### src/design/csfbd_pkg.sv
package csfbd_pkg;

  // Fixed field widths
  localparam int unsigned BYTE_W = 8;
  localparam int unsigned FREQ_W = 37;
  localparam int unsigned BAND_W = 8;
  localparam int unsigned POS_W  = 6;

  // Character codes
  localparam logic [BYTE_W-1:0] CHAR_START = 8'h49;  // 'I'
  localparam logic [BYTE_W-1:0] CHAR_END   = 8'h3B;  // ';'
  localparam logic [BYTE_W-1:0] CHAR_ZERO  = 8'h30;  // '0'
  localparam logic [BYTE_W-1:0] CHAR_NINE  = 8'h39;  // '9'

  // Queue geometry shared by both queues
  localparam int unsigned FIFO_DEPTH = 2;
  localparam int unsigned FIFO_PTR_W = 1;
  localparam int unsigned FIFO_CNT_W = 2;

  // Band table
  localparam int unsigned NUM_BANDS = 10;
  localparam logic [BAND_W-1:0] BAND_NONE = 8'd0;

  typedef logic [FREQ_W-1:0] freq_t;

  localparam freq_t BAND_LOW [NUM_BANDS] = '{
    37'd1800000,  37'd3500000,  37'd7000000,  37'd10100000, 37'd14000000,
    37'd18068000, 37'd21000000, 37'd24890000, 37'd28000000, 37'd50000000
  };
  localparam freq_t BAND_HIGH [NUM_BANDS] = '{
    37'd2000000,  37'd3800000,  37'd7200000,  37'd10150000, 37'd14350000,
    37'd18168000, 37'd21450000, 37'd24990000, 37'd29700000, 37'd52000000
  };
  localparam logic [BAND_W-1:0] BAND_METERS [NUM_BANDS] = '{
    8'd160, 8'd80, 8'd40, 8'd30, 8'd20, 8'd17, 8'd15, 8'd12, 8'd10, 8'd6
  };

  // Closed frame as handed from front to back
  typedef struct packed {
    freq_t freq;
    logic  by_length;
  } frame_rec_t;

  // Finished result
  typedef struct packed {
    freq_t             freq;
    logic [BAND_W-1:0] band;
    logic              by_length;
  } result_t;

  // Look up the band of a frequency; ranges are disjoint and inclusive
  function automatic logic [BAND_W-1:0] band_of(input freq_t f);
    logic [BAND_W-1:0] b;
    b = BAND_NONE;
    for (int k = 0; k < NUM_BANDS; k++) begin
      if (f >= BAND_LOW[k] && f <= BAND_HIGH[k]) begin
        b = BAND_METERS[k];
      end
    end
    return b;
  endfunction

endpackage

### src/design/csfbd_fifo.sv
module csfbd_fifo #(
  parameter int unsigned WIDTH = 1
) (
  input  logic             clk,
  input  logic             rst_n,
  input  logic             push,
  input  logic [WIDTH-1:0] push_data,
  output logic             full,
  input  logic             pop,
  output logic [WIDTH-1:0] pop_data,
  output logic             empty
);

  logic [WIDTH-1:0] mem_r [csfbd_pkg::FIFO_DEPTH];
  logic [csfbd_pkg::FIFO_PTR_W-1:0] wr_ptr_r, wr_ptr_nxt;
  logic [csfbd_pkg::FIFO_PTR_W-1:0] rd_ptr_r, rd_ptr_nxt;
  logic [csfbd_pkg::FIFO_CNT_W-1:0] count_r, count_nxt;
  logic do_push, do_pop;

  // Status and head
  assign full     = (count_r == csfbd_pkg::FIFO_CNT_W'(csfbd_pkg::FIFO_DEPTH));
  assign empty    = (count_r == '0);
  assign pop_data = mem_r[rd_ptr_r];
  assign do_push  = push && !full;
  assign do_pop   = pop && !empty;

  // Advance pointers and count
  always_comb begin
    wr_ptr_nxt = do_push ? wr_ptr_r + 1'b1 : wr_ptr_r;
    rd_ptr_nxt = do_pop ? rd_ptr_r + 1'b1 : rd_ptr_r;
    count_nxt  = count_r;
    if (do_push && !do_pop) begin
      count_nxt = count_r + 1'b1;
    end else if (do_pop && !do_push) begin
      count_nxt = count_r - 1'b1;
    end
  end

  always_ff @(posedge clk) begin
    if (!rst_n) begin
      wr_ptr_r <= '0;
      rd_ptr_r <= '0;
      count_r  <= '0;
    end else begin
      wr_ptr_r <= wr_ptr_nxt;
      rd_ptr_r <= rd_ptr_nxt;
      count_r  <= count_nxt;
    end
  end

  // Store entries
  always_ff @(posedge clk) begin
    if (do_push) begin
      mem_r[wr_ptr_r] <= push_data;
    end
  end

  a_count_bound: assert property (@(posedge clk) disable iff (!rst_n)
    count_r <= csfbd_pkg::FIFO_CNT_W'(csfbd_pkg::FIFO_DEPTH))
    else $error("queue count beyond depth");

  a_ptr_track: assert property (@(posedge clk) disable iff (!rst_n)
    (wr_ptr_r - rd_ptr_r) == count_r[csfbd_pkg::FIFO_PTR_W-1:0])
    else $error("queue pointers disagree with count");

  a_push_fill: assert property (@(posedge clk) disable iff (!rst_n)
    (do_push && !do_pop) |=> !empty)
    else $error("queue empty after push");

endmodule

### src/design/csfbd_front.sv
module csfbd_front #(
  parameter int unsigned FRAME_MAX_CHARS = 37,
  parameter int unsigned FREQ_FIRST_POS  = 2,
  parameter int unsigned FREQ_DIGITS     = 11
) (
  input  logic                              clk,
  input  logic                              rst_n,
  input  logic                              take,
  input  logic [csfbd_pkg::BYTE_W-1:0]      rx_byte,
  output logic                              rec_push,
  output csfbd_pkg::frame_rec_t             rec_data
);

  localparam logic [csfbd_pkg::POS_W-1:0] POS_MAX   =
    csfbd_pkg::POS_W'(FRAME_MAX_CHARS);
  localparam logic [csfbd_pkg::POS_W-1:0] POS_FIRST =
    csfbd_pkg::POS_W'(FREQ_FIRST_POS);
  localparam logic [csfbd_pkg::POS_W-1:0] POS_LAST  =
    csfbd_pkg::POS_W'(FREQ_FIRST_POS + FREQ_DIGITS);

  logic                          in_frame_r, in_frame_nxt;
  logic [csfbd_pkg::POS_W-1:0]   pos_r, pos_nxt;
  csfbd_pkg::freq_t              acc_r, acc_nxt;
  logic                          stop_r, stop_nxt;

  logic [csfbd_pkg::POS_W-1:0]   cur_pos, new_pos;
  csfbd_pkg::freq_t              cur_acc, acc_step;
  logic                          cur_stop;
  logic                          is_start, is_end, is_digit, in_field;
  logic                          store, close_len;
  logic [3:0]                    digit;

  // Classify the byte; the low nibble of '0'..'9' is the digit value
  assign is_start = (rx_byte == csfbd_pkg::CHAR_START);
  assign is_end   = (rx_byte == csfbd_pkg::CHAR_END);
  assign is_digit = (rx_byte >= csfbd_pkg::CHAR_ZERO) && (rx_byte <= csfbd_pkg::CHAR_NINE);
  assign digit    = rx_byte[3:0];

  // A frame start sees a fresh position, accumulator and stop flag
  assign cur_pos  = in_frame_r ? pos_r : '0;
  assign cur_acc  = in_frame_r ? acc_r : '0;
  assign cur_stop = in_frame_r ? stop_r : 1'b0;

  assign store    = take && (in_frame_r ? !is_end : is_start);
  assign in_field = (cur_pos >= POS_FIRST) && (cur_pos < POS_LAST) && !cur_stop;
  assign new_pos  = cur_pos + 1'b1;
  assign close_len = store && (new_pos >= POS_MAX);

  // Multiply by ten as two shifts and an add
  assign acc_step = (cur_acc << 3) + (cur_acc << 1)
                  + csfbd_pkg::freq_t'(digit);

  always_comb begin
    in_frame_nxt = in_frame_r;
    pos_nxt      = pos_r;
    acc_nxt      = acc_r;
    stop_nxt     = stop_r;
    rec_push     = 1'b0;
    rec_data     = '{freq: acc_r, by_length: 1'b0};
    if (take && in_frame_r && is_end) begin
      // Close on semicolon
      rec_push     = 1'b1;
      in_frame_nxt = 1'b0;
      pos_nxt      = '0;
    end else if (store) begin
      acc_nxt  = cur_acc;
      stop_nxt = cur_stop;
      if (in_field) begin
        if (is_digit) begin
          acc_nxt = acc_step;
        end else begin
          stop_nxt = 1'b1;
        end
      end
      if (close_len) begin
        // Close on length
        rec_push     = 1'b1;
        rec_data     = '{freq: acc_nxt, by_length: 1'b1};
        in_frame_nxt = 1'b0;
        pos_nxt      = '0;
      end else begin
        in_frame_nxt = 1'b1;
        pos_nxt      = new_pos;
      end
    end
  end

  always_ff @(posedge clk) begin
    if (!rst_n) begin
      in_frame_r <= 1'b0;
      pos_r      <= '0;
      acc_r      <= '0;
      stop_r     <= 1'b0;
    end else begin
      in_frame_r <= in_frame_nxt;
      pos_r      <= pos_nxt;
      acc_r      <= acc_nxt;
      stop_r     <= stop_nxt;
    end
  end

  a_close_returns: assert property (@(posedge clk) disable iff (!rst_n)
    rec_push |=> (!in_frame_r && pos_r == '0))
    else $error("frame not closed after transaction");

  a_pos_bound: assert property (@(posedge clk) disable iff (!rst_n)
    pos_r < POS_MAX)
    else $error("position reached frame limit");

  a_hunt_pos: assert property (@(posedge clk) disable iff (!rst_n)
    !in_frame_r |-> (pos_r == '0))
    else $error("position nonzero while hunting");

endmodule

### src/design/csfbd_back.sv
module csfbd_back (
  input  logic                          clk,
  input  logic                          rst_n,
  input  logic                          rec_empty,
  input  csfbd_pkg::frame_rec_t         rec_data,
  output logic                          rec_pop,
  output logic                          out_empty,
  input  logic                          out_pop,
  output csfbd_pkg::result_t            out_data
);

  csfbd_pkg::result_t res;
  logic               res_full;

  // Classify the frequency into a band
  assign res.freq      = rec_data.freq;
  assign res.band      = csfbd_pkg::band_of(rec_data.freq);
  assign res.by_length = rec_data.by_length;

  // Move a record whenever the result queue has room
  assign rec_pop = !rec_empty && !res_full;

  csfbd_fifo #(
    .WIDTH($bits(csfbd_pkg::result_t))
  ) u_res_fifo (
    .clk      (clk),
    .rst_n    (rst_n),
    .push     (rec_pop),
    .push_data(res),
    .full     (res_full),
    .pop      (out_pop),
    .pop_data (out_data),
    .empty    (out_empty)
  );

endmodule

### src/design/cat_status_frequency_band_decoder_top.sv
// Status frame frequency and band decoder.
// Input channel: one received character per transaction on in_rx_byte,
// taken at a clock edge with in_push high and in_full low. Bytes outside a
// frame other than 'I' are dropped; an 'I' opens a frame.
// Result channel: while out_empty is low, the oldest result (frequency in
// hertz, band in metres or 0, and whether the frame closed on length) is on
// the out_ ports; it is taken at an edge with out_pop high.
// Throughput: one character per cycle, sustained, as long as results drain.
// Path of a result: the edge that takes the closing character writes the
// record queue; a later edge, once the result queue has room, moves the
// record through band lookup into the result queue, and out_empty falls.
// Stalls: the parser feeds a two-entry record queue and the band stage a
// two-entry result queue; when the receiver holds off, these fill and
// in_full rises until a result is popped. Bytes never get lost.
// Reset (rst_n low, synchronous): parser returns to hunting, both queues
// empty.
module cat_status_frequency_band_decoder_top #(
  parameter int unsigned FRAME_MAX_CHARS = 37,
  parameter int unsigned FREQ_FIRST_POS  = 2,
  parameter int unsigned FREQ_DIGITS     = 11
) (
  input  logic                          clk,
  input  logic                          rst_n,
  input  logic                          in_push,
  output logic                          in_full,
  input  logic [csfbd_pkg::BYTE_W-1:0]  in_rx_byte,
  output logic                          out_empty,
  input  logic                          out_pop,
  output logic [csfbd_pkg::FREQ_W-1:0]  out_frequency_hz,
  output logic [csfbd_pkg::BAND_W-1:0]  out_band_meters,
  output logic                          out_ended_by_length
);

  logic                  take;
  logic                  rec_push, rec_full, rec_empty, rec_pop;
  csfbd_pkg::frame_rec_t rec_in, rec_out;
  csfbd_pkg::result_t    res;

  // Hold input while the record queue is full
  assign in_full = rec_full;
  assign take    = in_push && !rec_full;

  csfbd_front #(
    .FRAME_MAX_CHARS(FRAME_MAX_CHARS),
    .FREQ_FIRST_POS (FREQ_FIRST_POS),
    .FREQ_DIGITS    (FREQ_DIGITS)
  ) u_front (
    .clk     (clk),
    .rst_n   (rst_n),
    .take    (take),
    .rx_byte (in_rx_byte),
    .rec_push(rec_push),
    .rec_data(rec_in)
  );

  csfbd_fifo #(
    .WIDTH($bits(csfbd_pkg::frame_rec_t))
  ) u_rec_fifo (
    .clk      (clk),
    .rst_n    (rst_n),
    .push     (rec_push),
    .push_data(rec_in),
    .full     (rec_full),
    .pop      (rec_pop),
    .pop_data (rec_out),
    .empty    (rec_empty)
  );

  csfbd_back u_back (
    .clk      (clk),
    .rst_n    (rst_n),
    .rec_empty(rec_empty),
    .rec_data (rec_out),
    .rec_pop  (rec_pop),
    .out_empty(out_empty),
    .out_pop  (out_pop),
    .out_data (res)
  );

  assign out_frequency_hz    = res.freq;
  assign out_band_meters     = res.band;
  assign out_ended_by_length = res.by_length;

endmodule

### config.mk
export PLATFORM = sky130hd
export DESIGN_NAME = cat_status_frequency_band_decoder_top
export DESIGN_NICKNAME = d
export VERILOG_FILES = /design/src/design/csfbd_pkg.sv /design/src/design/csfbd_fifo.sv /design/src/design/csfbd_front.sv /design/src/design/csfbd_back.sv /design/src/design/cat_status_frequency_band_decoder_top.sv
export SDC_FILE = /design/constraint.sdc
export NUM_CORES = 1
export LEC_CHECK = 0
export BUFFER_PORTS_ARGS = -buffer_cell sky130_fd_sc_hd__buf_2
export CELL_PAD_IN_SITES_DETAIL_PLACEMENT = 1
export CELL_PAD_IN_SITES_GLOBAL_PLACEMENT = 1
export CORE_MARGIN = 2
export CORE_UTILIZATION = 35
export DETAILED_ROUTE_END_ITERATION = 6
export GPL_TIMING_DRIVEN = 0
export PLACE_DENSITY_LB_ADDON = 0.1
export SLEW_MARGIN = 25
export SYNTH_ARGS = -nofsm -noshare
export SYNTH_HDL_FRONTEND = slang
export SYNTH_SLANG_ARGS = --single-unit
### constraint.sdc
create_clock -name clk -period 4.9 [get_ports clk]
set_input_delay 0.245 -clock clk [delete_from_list [all_inputs] [get_ports clk]]
set_output_delay 0.245 -clock clk [all_outputs]
set_load 0.02 [all_outputs]
==> key figures, run 1 <==
Timing
  • Max frequency: between 200 and 250 MHz
  • Final worst path period share: around nine tenths
  • Final setup vio count: 0
  • Worst setup margin: 0.399 ns
  • Final Skew: ~0.011 ns
  • Setup_tns: 0 ns
  • Unrepaired setup endpoints after global routing: no
  • Least-Margin Pin Slew: between 0.8 and 0.9 ns
  • Max Slew Vio Count: 0
  • Period minus WS final: 4.50 ns
  • Rel. slew slack: between 40% and 50%
  • Final hold vios: 0

Global route
  • Initial antenna violation count: 0
  • Total global routing overflow: 0
  • First-pass GRT wire length: just under 60,000 µm
  • Gr usage total: between 10% and 20%
  • Largest net degree at the start of global routing: 47
  • Number of global-route vias before repair: roughly 10,000

Yosys
  • Synth async-reset ratio: 0%
  • Number of enable flip-flop cells after synthesis: between 150 and 200
  • Post-Syn Instances: 1,248
  • Syn Nets: 1,336
  • Yosys reg bits: roughly 220
  • Post-synth top area share: 38.6%
  • Synth warn: 0
  • Predominant post-synthesis flop cell: edfxtp_1
  • Post-synthesis sequential area ratio: between 40% and 50%
  • Cell variety after synth: 82
  • Avg Cell Area, Syn: 10.5 µm²
  • Synth top area cells: edfxtp_1 39%, dfxtp_1 8.4%, ha_1 7.1%, mux2_2 5.9%, nand2_1 2.6%
  • Leading area contributor after synthesis: edfxtp_1
  • Syn Std Cell Area: approximately 13,000 µm²

Placement
  • Port bufs: slightly below 60
  • Gpl congestion: 0.932
  • Post-detail-place hpwl: a little over 30,000 µm
  • Post-Place Cells: roughly 1,800
  • Pre-CTS WS: ~0.32 ns

Worst setup path
  • Critical Path End Type: register
  • Critical path origin: u_front.in_frame_r$_SDFFE_PP0P_
  • Cell breakdown of the critical path: buf_2 > clkbuf_1 > clkbuf_1 > and2_1 > ha_1 > ha_1 > inv_1 > fa_1 > nand2b_1 > a211oi_1 > o2111ai_1 > a211oi_1 > nor2_1 > o31ai_1 > xnor2_1 > o21ai_0
  • Startpoint Class: register
  • Worst path depth: 16
  • Reg2reg start: u_front.in_frame_r$_SDFFE_PP0P_
  • Worst endpoint required time: approximately 5.3 ns
  • Critical path's slowest cell: a211oi_1
  • Flop2flop setup slack: ~0.4 ns
  • CP bufs+invs: 4
  • Crit path max fanout: 10
  • Arrival time of the worst setup path: slightly below 5 ns
  • Crit path to: u_front.acc_r[32]$_SDFFE_PN0P_
  • R2R Path End: u_front.acc_r[32]$_SDFFE_PN0P_
  • CP Class: register to register
  • Worst r2r path cells: 16
  • Slowest cell delay on critical path: between 0.4 and 0.5 ns
  • Family with the most delay on the worst path: compound AO/OA/AOI/OAI gates

Layout
  • Core Util, Final: 40.4%
  • Area grow syn2layout: 13.5%
  • Share of cells above drive strength 1: about 15%
  • Most frequent cells in the layout: 168 x edfxtp_1, 89 x nand2_1, 81 x clkbuf_1
  • Filler Cell Count: 4,083
  • # diodes: 0
  • Cell Count, Final, Fillers Out: approximately 1,800
  • Final nets: approximately 1,400
  • Commonest non-fill, non-tap cell in the layout: edfxtp_1

CTS
  • CTS tree: done
  • Clock Tree Root: clkbuf_16
  • Max Buffers Root-to-Sink: 3
  • CTS Buf Count: 25
  • Worst skew pair latency: ~0.52 ns
  • Htree depth: 1
  • Cts hold-fix bufs: 0
  • Worst-path clk slew: ~0.070 ns
  • Sink Count: 223

Power
  • Clock power share: a little under a third
  • Combinational group share of total power: roughly 28%
  • Net switching power: 1820 µW
  • Sequential Power Share: about two fifths
  • Cell Pwr Density: 393 nW/µm²
  • Net Sw Frac: 31.3%
  • Power Internal: 4010 µW
  • Worst VDD drop: ~0.22 mV
  • Leak Pwr: about 0.0057 µW

Detailed routing
  • ANT nets after route: 0
  • Routed wire length per instance: approximately 21 µm
  • Post-DR vias/cell: 5.50
  • Final WL: 38,700 µm
  • Via count: 10,000
  • Residual DRC: 0
  • Drt pass-1 iters: 4
  • 1st-iter DRT viols: around 510

Floorplanning
  • Core area: between 30,000 and 40,000 µm²
  • Die X: 197 µm
  • Row cnt: 70
  • Die extent in y: between 150 and 200 µm
  • I/O pin cnt: 60
  • Initial Util: 35.6%
  • Die Area: 38,900 µm²

Status
  • Status: completed

Job
  • Maxcap violations: 0

Hold path
  • Hold Crit Class: input pin to register
  • Hold depth: 3
repair_timing:
| action | 4_1_cts | 5_1_grt |
|---|---|---|
| hold endpoints to repair | 0 | 0 |
| gates resized for setup | 0 | 2 |
| endpoints found under the setup margin | 0 | 1 |
| buffers inserted | 0 | 0 |
flip-flops by register name, indices dropped and copies added, names as in the netlist, named ones only:
name / flops
u_rec_fifo.rd_ptr_r: 1
u_rec_fifo.count_r: 2
u_rec_fifo.mem_r: 76
u_rec_fifo.wr_ptr_r: 1
u_front.in_frame_r: 1
u_back.u_res_fifo.rd_ptr_r: 1
u_front.acc_r: 37
u_front.stop_r: 1
u_back.u_res_fifo.wr_ptr_r: 1
u_back.u_res_fifo.mem_r: 92
u_back.u_res_fifo.count_r: 2
u_front.pos_r: 6
power by group through the flow:
stage,combinational [µW],clock [µW],sequential (µW)
3_3_place_gp,1620,0,2460
4_1_cts,1670,1810,2420
5_1_grt,1760,1880,2450
6_report,1650,1760,2420
3_5_place_dp,1660,0,2460
2_1_floorplan,1130,0,2440
synth_stat cells (all sizes together), types with 7 or more instances:
master	count
xnor2	25
o21a	8
nand2b	20
a22oi	23
clkbuf	75
nor3	29
nand3	34
a21o	24
edfxtp	168
or3	7
dfxtp	55
nor2	71
and2	50
nand2	89
inv	38
ha	74
nor2b	35
a21oi	60
buf	16
a32oi	10
o21bai	7
o22ai	11
mux2	69
xor2	15
nor4	15
a31oi	11
a211oi	15
nand4	11
o21ai	58
per-stage QoR:
| step | power (µW) | cell area (µm²) | hold WS [ns] |
|---|---|---|---|
| floorplan | 3570 | 13100 | 0.423 |
| global placement | 4090 | 13900 | 0.443 |
| detailed placement | 4130 | 14100 | 0.442 |
| CTS | 5900 | 14800 | 0.0224 |
| global route | 6090 | 14800 | 0.0520 |
| finish | 5830 | 14800 | 0.0346 |
tightest hold or removal path, cell delays in order:
cell     delay (ns)
buf_2          0.09
a22oi_1        0.07
nor2b_1        0.11
worst min-delay path by stage:
stage,start,endpoint,slack [ns]
detailed placement,u_front.acc_r[36]$_SDFFE_PN0P_,u_front.acc_r[36]$_SDFFE_PN0P_,0.44
global route,in_rx_byte[0],u_front.acc_r[0]$_SDFFE_PN0P_,0.05
global placement,u_front.acc_r[36]$_SDFFE_PN0P_,u_front.acc_r[36]$_SDFFE_PN0P_,0.44
CTS,in_rx_byte[0],u_front.acc_r[0]$_SDFFE_PN0P_,0.02
finish,in_rx_byte[0],u_front.acc_r[0]$_SDFFE_PN0P_,0.03
floorplan,u_front.acc_r[36]$_SDFFE_PN0P_,u_front.acc_r[36]$_SDFFE_PN0P_,0.42
cells by family (layout without fill, tap and decap cells):
group / count (synthesis) / count (layout) / synth area share, %
simple gates: 401 / 401 / 16.3
compound gates: 304 / 304 / 16.0
flops: 223 / 223 / 47.0
buf+inv: 129 / 237 / 4.16
fa+ha+maj: 76 / 76 / 7.39
mux: 75 / 75 / 6.43
xor+xnor: 40 / 40 / 2.68
layer usage:
layer / part of all wire, % / GRT usage [%]
met1: 47 / 26.7
met2: 47 / 32.9
met3: 3.1 / 1.95
met4: 2.9 / 5.99
met5: 0 / 0
layout make-up:
| cell class | count | area (µm²) | area share (%) |
|---|---|---|---|
| clock buffers | 36 | 718 | 4.84 |
| well taps | 468 | 586 | 3.95 |
| clock inverters | 9 | 55.1 | 0.371 |
| plain buffers | 91 | 402 | 2.71 |
| flip-flops and latches | 223 | 6150 | 41.4 |
| inverters | 38 | 143 | 0.962 |
| repair buffers | 63 | 375 | 2.53 |
| multi-input cells | 896 | 6400 | 43.2 |
Note: power is estimated with default switching activity, not from simulation.
==> run 2: changes to the inputs <==
--- a/config.mk
+++ b/config.mk
@@ -16,4 +16,5 @@
 export SLEW_MARGIN = 25
 export SYNTH_ARGS = -nofsm -noshare
 export SYNTH_HDL_FRONTEND = slang
+export SYNTH_HIERARCHICAL = 1
 export SYNTH_SLANG_ARGS = --single-unit
==> run 2 against run 1 <==
  * Register-to-register slack worse by 0.05 ns
  * Wire length is 6.4% lower
  * Largest cell class is now registers
  * Power decreased by 30%
==> key figures, run 2 <==
Layout
  • Number of flip-flops in the largest register: a little over 90
  • Filler Cell Count: 3,942
  • Share of cells above drive strength 1: approximately 18%
  • Commonest non-fill, non-tap cell in the layout: edfxtp_1
  • Most frequent cells in the layout: 168 x edfxtp_1, 84 x mux2_2, 82 x clkbuf_1
  • Area grow syn2layout: 13.8%
  • Core Util, Final: roughly two fifths
  • # diodes: 0
  • Biggest regs: u_back/u_res_fifo/mem_r x92, u_rec_fifo/mem_r x76, u_front/acc_r x37
  • Most flops, register: u_back/u_res_fifo/mem_r
  • Cell Count, Final, Fillers Out: between 1,500 and 2,000
  • Final nets: 1,364

CTS
  • Clock Tree Root: clkbuf_16
  • Max Buffers Root-to-Sink: 3
  • Worst-path clk slew: ~0.060 ns
  • Sink Count: roughly 220
  • Worst skew pair latency: ~0.51 ns
  • CTS tree: done
  • Htree depth: 1
  • CTS Buf Count: 25

Worst setup path
  • Worst endpoint required time: 5.35 ns
  • Critical path's slowest cell: fa_1
  • Family with the most delay on the worst path: compound AO/OA/AOI/OAI gates
  • Flop2flop setup slack: between 0.3 and 0.4 ns
  • Slowest cell delay on critical path: between 0.5 and 0.6 ns
  • Cell breakdown of the critical path: buf_2 > clkbuf_2 > nand2_1 > fa_1 > fa_1 > nor2b_1 > o2111ai_1 > a31oi_1 > o21ai_1 > a21oi_1 > a21oi_1 > or4_1 > nand3_1
  • Critical Path End Type: register
  • Arrival time of the worst setup path: 4.99 ns
  • Crit path max fanout: 10
  • Startpoint Class: register
  • CP bufs+invs: 2
  • CP Class: register to register

Detailed routing
  • 1st-iter DRT viols: 509
  • ANT nets after route: 0
  • Final WL: ~36,000 µm
  • Via count: about 9,500
  • Post-DR vias/cell: roughly 5.4
  • Drt pass-1 iters: 5
  • Routed wire length per instance: 20.7 µm
  • Residual DRC: 0

Yosys
  • Syn Nets: 1,270
  • Post-synth top area share: between 30% and 40%
  • Simple logic cell fraction of the synthesized area: between 10% and 20%
  • Leading area contributor after synthesis: edfxtp_1
  • Area share of fa/ha/maj cells after synthesis: 7.59%
  • Post-Syn Instances: about 1,200
  • Syn Std Cell Area: between 10,000 and 15,000 µm²
  • Synth top area cells: edfxtp_1 40%, dfxtp_1 8.6%, mux2_2 7.4%, ha_1 7.3%, and2_1 2.3%
  • Cell variety after synth: 79
  • XOR/XNOR Fraction of Synth Area: under 10%
  • Number of enable flip-flop cells after synthesis: between 150 and 200
  • Synth async-reset ratio: 0%
  • Post-synth top cells: 168 x edfxtp_1, 84 x mux2_2, 78 x clkbuf_1, 78 x nand2_1, 74 x ha_1
  • Main combinational cell family by area after synthesis: simple AND/OR/NAND/NOR gates
  • Cell with the most instances after synthesis: edfxtp_1
  • Predominant post-synthesis flop cell: edfxtp_1
  • Synth warn: 6
  • Synth Area in Compound Gates: between 10% and 20%
  • Post-synthesis sequential area ratio: between 40% and 50%
  • Avg Cell Area, Syn: between 10 and 15 µm²
  • Yosys reg bits: 223
  • Mux cell area share after synthesis: under 10%

Global route
  • Total global routing overflow: 0
  • Largest net degree at the start of global routing: 40
  • Gr usage total: 18.9%
  • Initial antenna violation count: 0
  • Number of global-route vias before repair: approximately 10,000
  • First-pass GRT wire length: 56,600 µm

Floorplanning
  • Row cnt: 69
  • Die extent in y: between 150 and 200 µm
  • Die Area: around 38,000 µm²
  • Core area: 35,700 µm²
  • Initial Util: 35.7%
  • Die X: 195 µm
  • I/O pin cnt: 60

Job
  • Maxcap violations: 0

Timing
  • Setup_tns: 0 ns
  • Unrepaired setup endpoints after global routing: no
  • Period minus WS final: about 4.5 ns
  • Max Slew Vio Count: 0
  • Final hold vios: 0
  • Final Skew: between 0.015 and 0.02 ns
  • Max frequency: approximately 220 MHz
  • Rel. slew slack: around half
  • Final worst path period share: ~93%
  • Least-Margin Pin Slew: between 0.7 and 0.8 ns
  • Final setup vio count: 0

Power
  • Cell Pwr Density: 282 nW/µm²
  • Pwr Total: 4090 µW
  • Worst VDD drop: ~0.17 mV
  • Leak Pwr: 0.00579 µW

Placement
  • Post-Place Cells: 1,709
  • Gpl congestion: 0.932
  • Post-detail-place hpwl: ~28,000 µm
  • Port bufs: roughly 60

Status
  • Status: completed

Hold path
  • Hold Crit Class: input pin to register
run 2: power breakdown:
part | switching, µW | internal, µW
Sequential | 8.91 | 2010
Combinational | 216 | 160
Clock | 730 | 958
Total | 955 | 3130
run 2: worst paths after layout:
check                                       endpoint                       startpoint  cells after the start
min reg2reg           u_front/acc_r[21]$_SDFFE_PN0P_   u_front/acc_r[21]$_SDFFE_PN0P_                      2
max                   u_front/acc_r[30]$_SDFFE_PN0P_  u_front/in_frame_r$_SDFFE_PP0P_                     13
max reg2reg           u_front/acc_r[30]$_SDFFE_PN0P_  u_front/in_frame_r$_SDFFE_PP0P_                     13
min          u_back/u_res_fifo/wr_ptr_r$_SDFFE_PN0P_                            rst_n                      2
run 2: worst register-to-register path, delay by kind of cell (launching register included):
family                   cells  cell delay, ns
adder cells (fa/ha/maj)      2            1.03
AO/OA/AOI/OAI                5            1.36
flip-flops                   1            0.45
buffers and inverters        2            0.67
AND/OR/NAND/NOR              4            0.97
run 2: timing repair:
item / 4_1_cts / 5_1_grt
setup buffers: 0 / 0
hold endpoints to repair: 1 / 0
hold buffers: 1 / 0
endpoints found under the setup margin: 0 / 1
gates resized for setup: 0 / 2
run 2: through the flow:
step | worst slack, ns | area [µm²] | hold slack, ns
4_1_cts | 0.110 | 14500 | 0.115
2_1_floorplan | 0.807 | 12700 | 0.363
3_3_place_gp | -1.01 | 13600 | 0.457
3_5_place_dp | 0.162 | 13700 | 0.464
6_report | 0.351 | 14500 | 0.120
5_1_grt | 0.165 | 14500 | 0.125
run 2: cell families (layout without fill, tap and decap cells):
logic type	count (synthesis)	count (layout)
adders and majority gates	76	76
muxes	88	88
DFF	223	223
xor gates and xnor gates	31	31
buffers and inverters	124	236
and+or+nand+nor	390	390
AOI/OAI and AO/OA	250	250
run 2: area by class of cell:
type | count | area, µm² | share of cell area [%]
Sequential cell | 223 | 6150 | 42.4
Clock buffer | 31 | 658 | 4.54
Clock inverter | 14 | 82.6 | 0.570
Tap cell | 461 | 577 | 3.98
Timing Repair Buffer | 67 | 418 | 2.88
Multi-Input combinational cell | 835 | 6080 | 42.0
Inverter | 25 | 93.8 | 0.648
Buffer | 99 | 427 | 2.95
run 2: routing by layer:
metal	global-route usage [%]	share of wire [%]	up-vias
li1	-	-	4597
met1	25.3	47	4642
met2	31.3	47	182
met3	2.64	3.6	60
met4	6.67	3.1	0
met5	0	0	-
==> run 3: changes to the inputs <==
--- a/config.mk
+++ b/config.mk
@@ -9,7 +9,8 @@
 export CELL_PAD_IN_SITES_DETAIL_PLACEMENT = 1
 export CELL_PAD_IN_SITES_GLOBAL_PLACEMENT = 1
 export CORE_MARGIN = 2
-export CORE_UTILIZATION = 35
+export CORE_UTILIZATION = 50
+export CTS_BUF_LIST = sky130_fd_sc_hd__clkbuf_4 sky130_fd_sc_hd__clkbuf_8 sky130_fd_sc_hd__clkbuf_16
 export DETAILED_ROUTE_END_ITERATION = 6
 export GPL_TIMING_DRIVEN = 0
 export PLACE_DENSITY_LB_ADDON = 0.1
==> constraint.sdc (replaced) <==
create_clock -name clk -period 4.9 [get_ports clk]
set_input_delay 0 -clock clk [delete_from_list [all_inputs] [get_ports clk]]
set_output_delay 0 -clock clk [all_outputs]
set_load 0.02 [all_outputs]
==> run 3 against run 2 <==
  * Critical path depth is the same
  * Register-to-register slack gained 0.16 ns
  * Combinational power grew 1%
  * Core utilization grew 17 points
  * Critical path type unchanged
  * Largest cell class unchanged
==> key figures, run 3 (synthesis results as in run 2) <==
Timing
  • Final hold vios: 0
  • Final worst path period share: 89.6%
  • Worst setup margin: just over 0.5 ns
  • Max Slew Vio Count: 0
  • Max frequency: ~230 MHz
  • Setup_tns: 0 ns
  • Period minus WS final: 4.39 ns
  • WHS: around 0.073 ns
  • Final setup vio count: 0
  • Unrepaired setup endpoints after global routing: no
  • Least-Margin Pin Slew: approximately 0.78 ns
  • Rel. slew slack: between 40% and 50%
  • Final Skew: around 0.013 ns

Global route
  • Gr usage total: 27.0%
  • Largest net degree at the start of global routing: 47
  • Initial antenna violation count: 0
  • Number of global-route vias before repair: around 10,000
  • Total global routing overflow: 0
  • First-pass GRT wire length: ~56,000 µm

Power
  • Combinational group share of total power: just under 9%
  • Cell Pwr Density: 300 nW/µm²
  • Sequential Power Share: between 40% and 50%
  • Power Internal: around 3400 µW
  • Worst VDD drop: between 0.2 and 0.25 mV
  • Leak Pwr: roughly 0.0059 µW
  • Clock power share: about 45%
  • Net Sw Frac: 22.0%
  • Net switching power: around 960 µW

Placement
  • Pre-CTS WS: approximately 0.31 ns
  • Post-detail-place hpwl: 26,600 µm
  • Port bufs: 59
  • Gpl congestion: about 0.97

Floorplanning
  • Die X: 164 µm
  • Core area: approximately 25,000 µm²
  • Die extent in y: between 150 and 200 µm
  • I/O pin cnt: 60
  • Die Area: approximately 27,000 µm²
  • Row cnt: 58
  • Initial Util: about half

Worst setup path
  • Reg2reg start: u_front/in_frame_r$_SDFFE_PP0P_
  • Worst r2r path cells: 13
  • Startpoint Class: register
  • Worst endpoint required time: roughly 5.4 ns
  • Critical Path End Type: register
  • Flop2flop setup slack: ~0.51 ns
  • CP bufs+invs: 2
  • Critical path's slowest cell: or4_1
  • Crit path max fanout: 10
  • CP Class: register to register
  • Family with the most delay on the worst path: compound AO/OA/AOI/OAI gates
  • Cell breakdown of the critical path: buf_2 > clkbuf_2 > nand2_1 > fa_1 > fa_1 > nor2b_1 > o2111ai_1 > a31oi_1 > o21ai_1 > a21oi_1 > a21oi_1 > or4_1 > nand3_1
  • R2R Path End: u_front/acc_r[30]$_SDFFE_PN0P_
  • Arrival time of the worst setup path: 4.84 ns
  • Slowest cell delay on critical path: approximately 0.54 ns

CTS
  • Max Buffers Root-to-Sink: 3
  • CTS Buf Count: 24
  • Worst-path clk slew: 0.06 ns
  • Sink Count: between 200 and 250
  • Htree depth: 1
  • CTS tree: done
  • Setup bufs post-CTS: 0
  • Worst skew pair latency: about 0.52 ns
  • Clock Tree Root: clkbuf_16

Detailed routing
  • ANT nets after route: 0
  • Via count: ~9,800
  • 1st-iter DRT viols: between 600 and 700
  • Routed wire length per instance: approximately 22 µm
  • Drt pass-1 iters: 5
  • Final WL: 35,900 µm
  • Post-DR vias/cell: 6.01
  • Residual DRC: 0

Layout
  • Number of flip-flops in the largest register: 92
  • # diodes: 0
  • Most frequent cells in the layout: 168 x edfxtp_1, 84 x mux2_2, 78 x nand2_1
  • Final nets: 1,369
  • Share of cells above drive strength 1: a little under a fifth
  • Filler Cell Count: around 2,700
  • Biggest regs: u_back/u_res_fifo/mem_r x92, u_rec_fifo/mem_r x76, u_front/acc_r x37
  • Most flops, register: u_back/u_res_fifo/mem_r
  • Commonest non-fill, non-tap cell in the layout: edfxtp_1
  • Area grow syn2layout: 13.9%

Job
  • Maxcap violations: 0

Status
  • Status: completed

Hold path
  • Hold Crit Class: input pin to register
  • Worst Hold End: u_front/acc_r[2]$_SDFFE_PN0P_
  • HP Start: in_rx_byte[2]
  • Hold depth: 5
## run 3: worst max-delay path by stage
stage / startpoint / end / cells after the start
final: u_front/in_frame_r$_SDFFE_PP0P_ / u_front/acc_r[30]$_SDFFE_PN0P_ / 13
after detailed placement: u_front/in_frame_r$_SDFFE_PP0P_ / u_front/acc_r[30]$_SDFFE_PN0P_ / 13
after CTS: u_front/in_frame_r$_SDFFE_PP0P_ / u_front/acc_r[30]$_SDFFE_PN0P_ / 13
after global routing: u_front/in_frame_r$_SDFFE_PP0P_ / u_front/acc_r[30]$_SDFFE_PN0P_ / 13
after floorplan: u_front/in_frame_r$_SDFFE_PP0P_ / u_rec_fifo/mem_r[0][0]$_DFFE_PP_ / 14
after global placement: u_front/in_frame_r$_SDFFE_PP0P_ / u_rec_fifo/mem_r[0][32]$_DFFE_PP_ / 11
## run 3: timing repair
action / in CTS / in global routing
hold buffers: 7 / 0
gates resized for setup: 0 / 2
endpoints found under the hold margin: 14 / 0
setup endpoints to repair: 0 / 1
## run 3: final cells by class
class                      count  area, µm²  share of cell area [%]
clock inverter                13        171                    1.18
multi-input combinational    835       6080                    42.0
inverter                      25       93.8                   0.647
buffer                        99        427                    2.94
tap                          330        413                    2.85
sequential                   223       6150                    42.4
timing repair buffer          73        464                    3.20
clock buffer                  31        696                    4.80
## run 3: power by group through the flow
stage / registers, µW / logic (µW) / clock network (µW)
2_1_floorplan: 2060 / 264 / 0
3_3_place_gp: 2060 / 370 / 0
3_5_place_dp: 2060 / 379 / 0
4_1_cts: 2020 / 387 / 1980
5_1_grt: 2020 / 404 / 2050
6_report: 2020 / 381 / 1940
## run 3: per-layer routing
layer / share of wire, % / up-vias / wire, µm / GRT usage [%]
met3: 4.6 / 71 / 1660 / 3.43
met2: 47 / 253 / 17000 / 45.1
li1: - / 4627 / - / -
met4: 3.0 / 0 / 1090 / 9.49
met1: 45 / 4839 / 16100 / 36.4
met5: 0 / - / 0 / 0
## run 3: worst register-to-register path, cell delays in order (launching register included)
cell	delay, ns
dfxtp_1	0.45
buf_2	0.34
clkbuf_2	0.33
nand2_1	0.16
fa_1	0.53
fa_1	0.48
nor2b_1	0.18
o2111ai_1	0.18
a31oi_1	0.34
o21ai_1	0.15
a21oi_1	0.29
a21oi_1	0.25
or4_1	0.54
nand3_1	0.11
## run 3: through the flow
step                      cells  util (%)  total power [µW]  instance area (µm²)
after CTS                  1629      57.7              4390                14500
after detailed placement   1578      54.0              2440                13600
after global placement     1571      53.5              2430                13400
final                      1629      57.7              4350                14500
after global routing       1629      57.7              4480                14500
after floorplan            1182         -              2320                12700
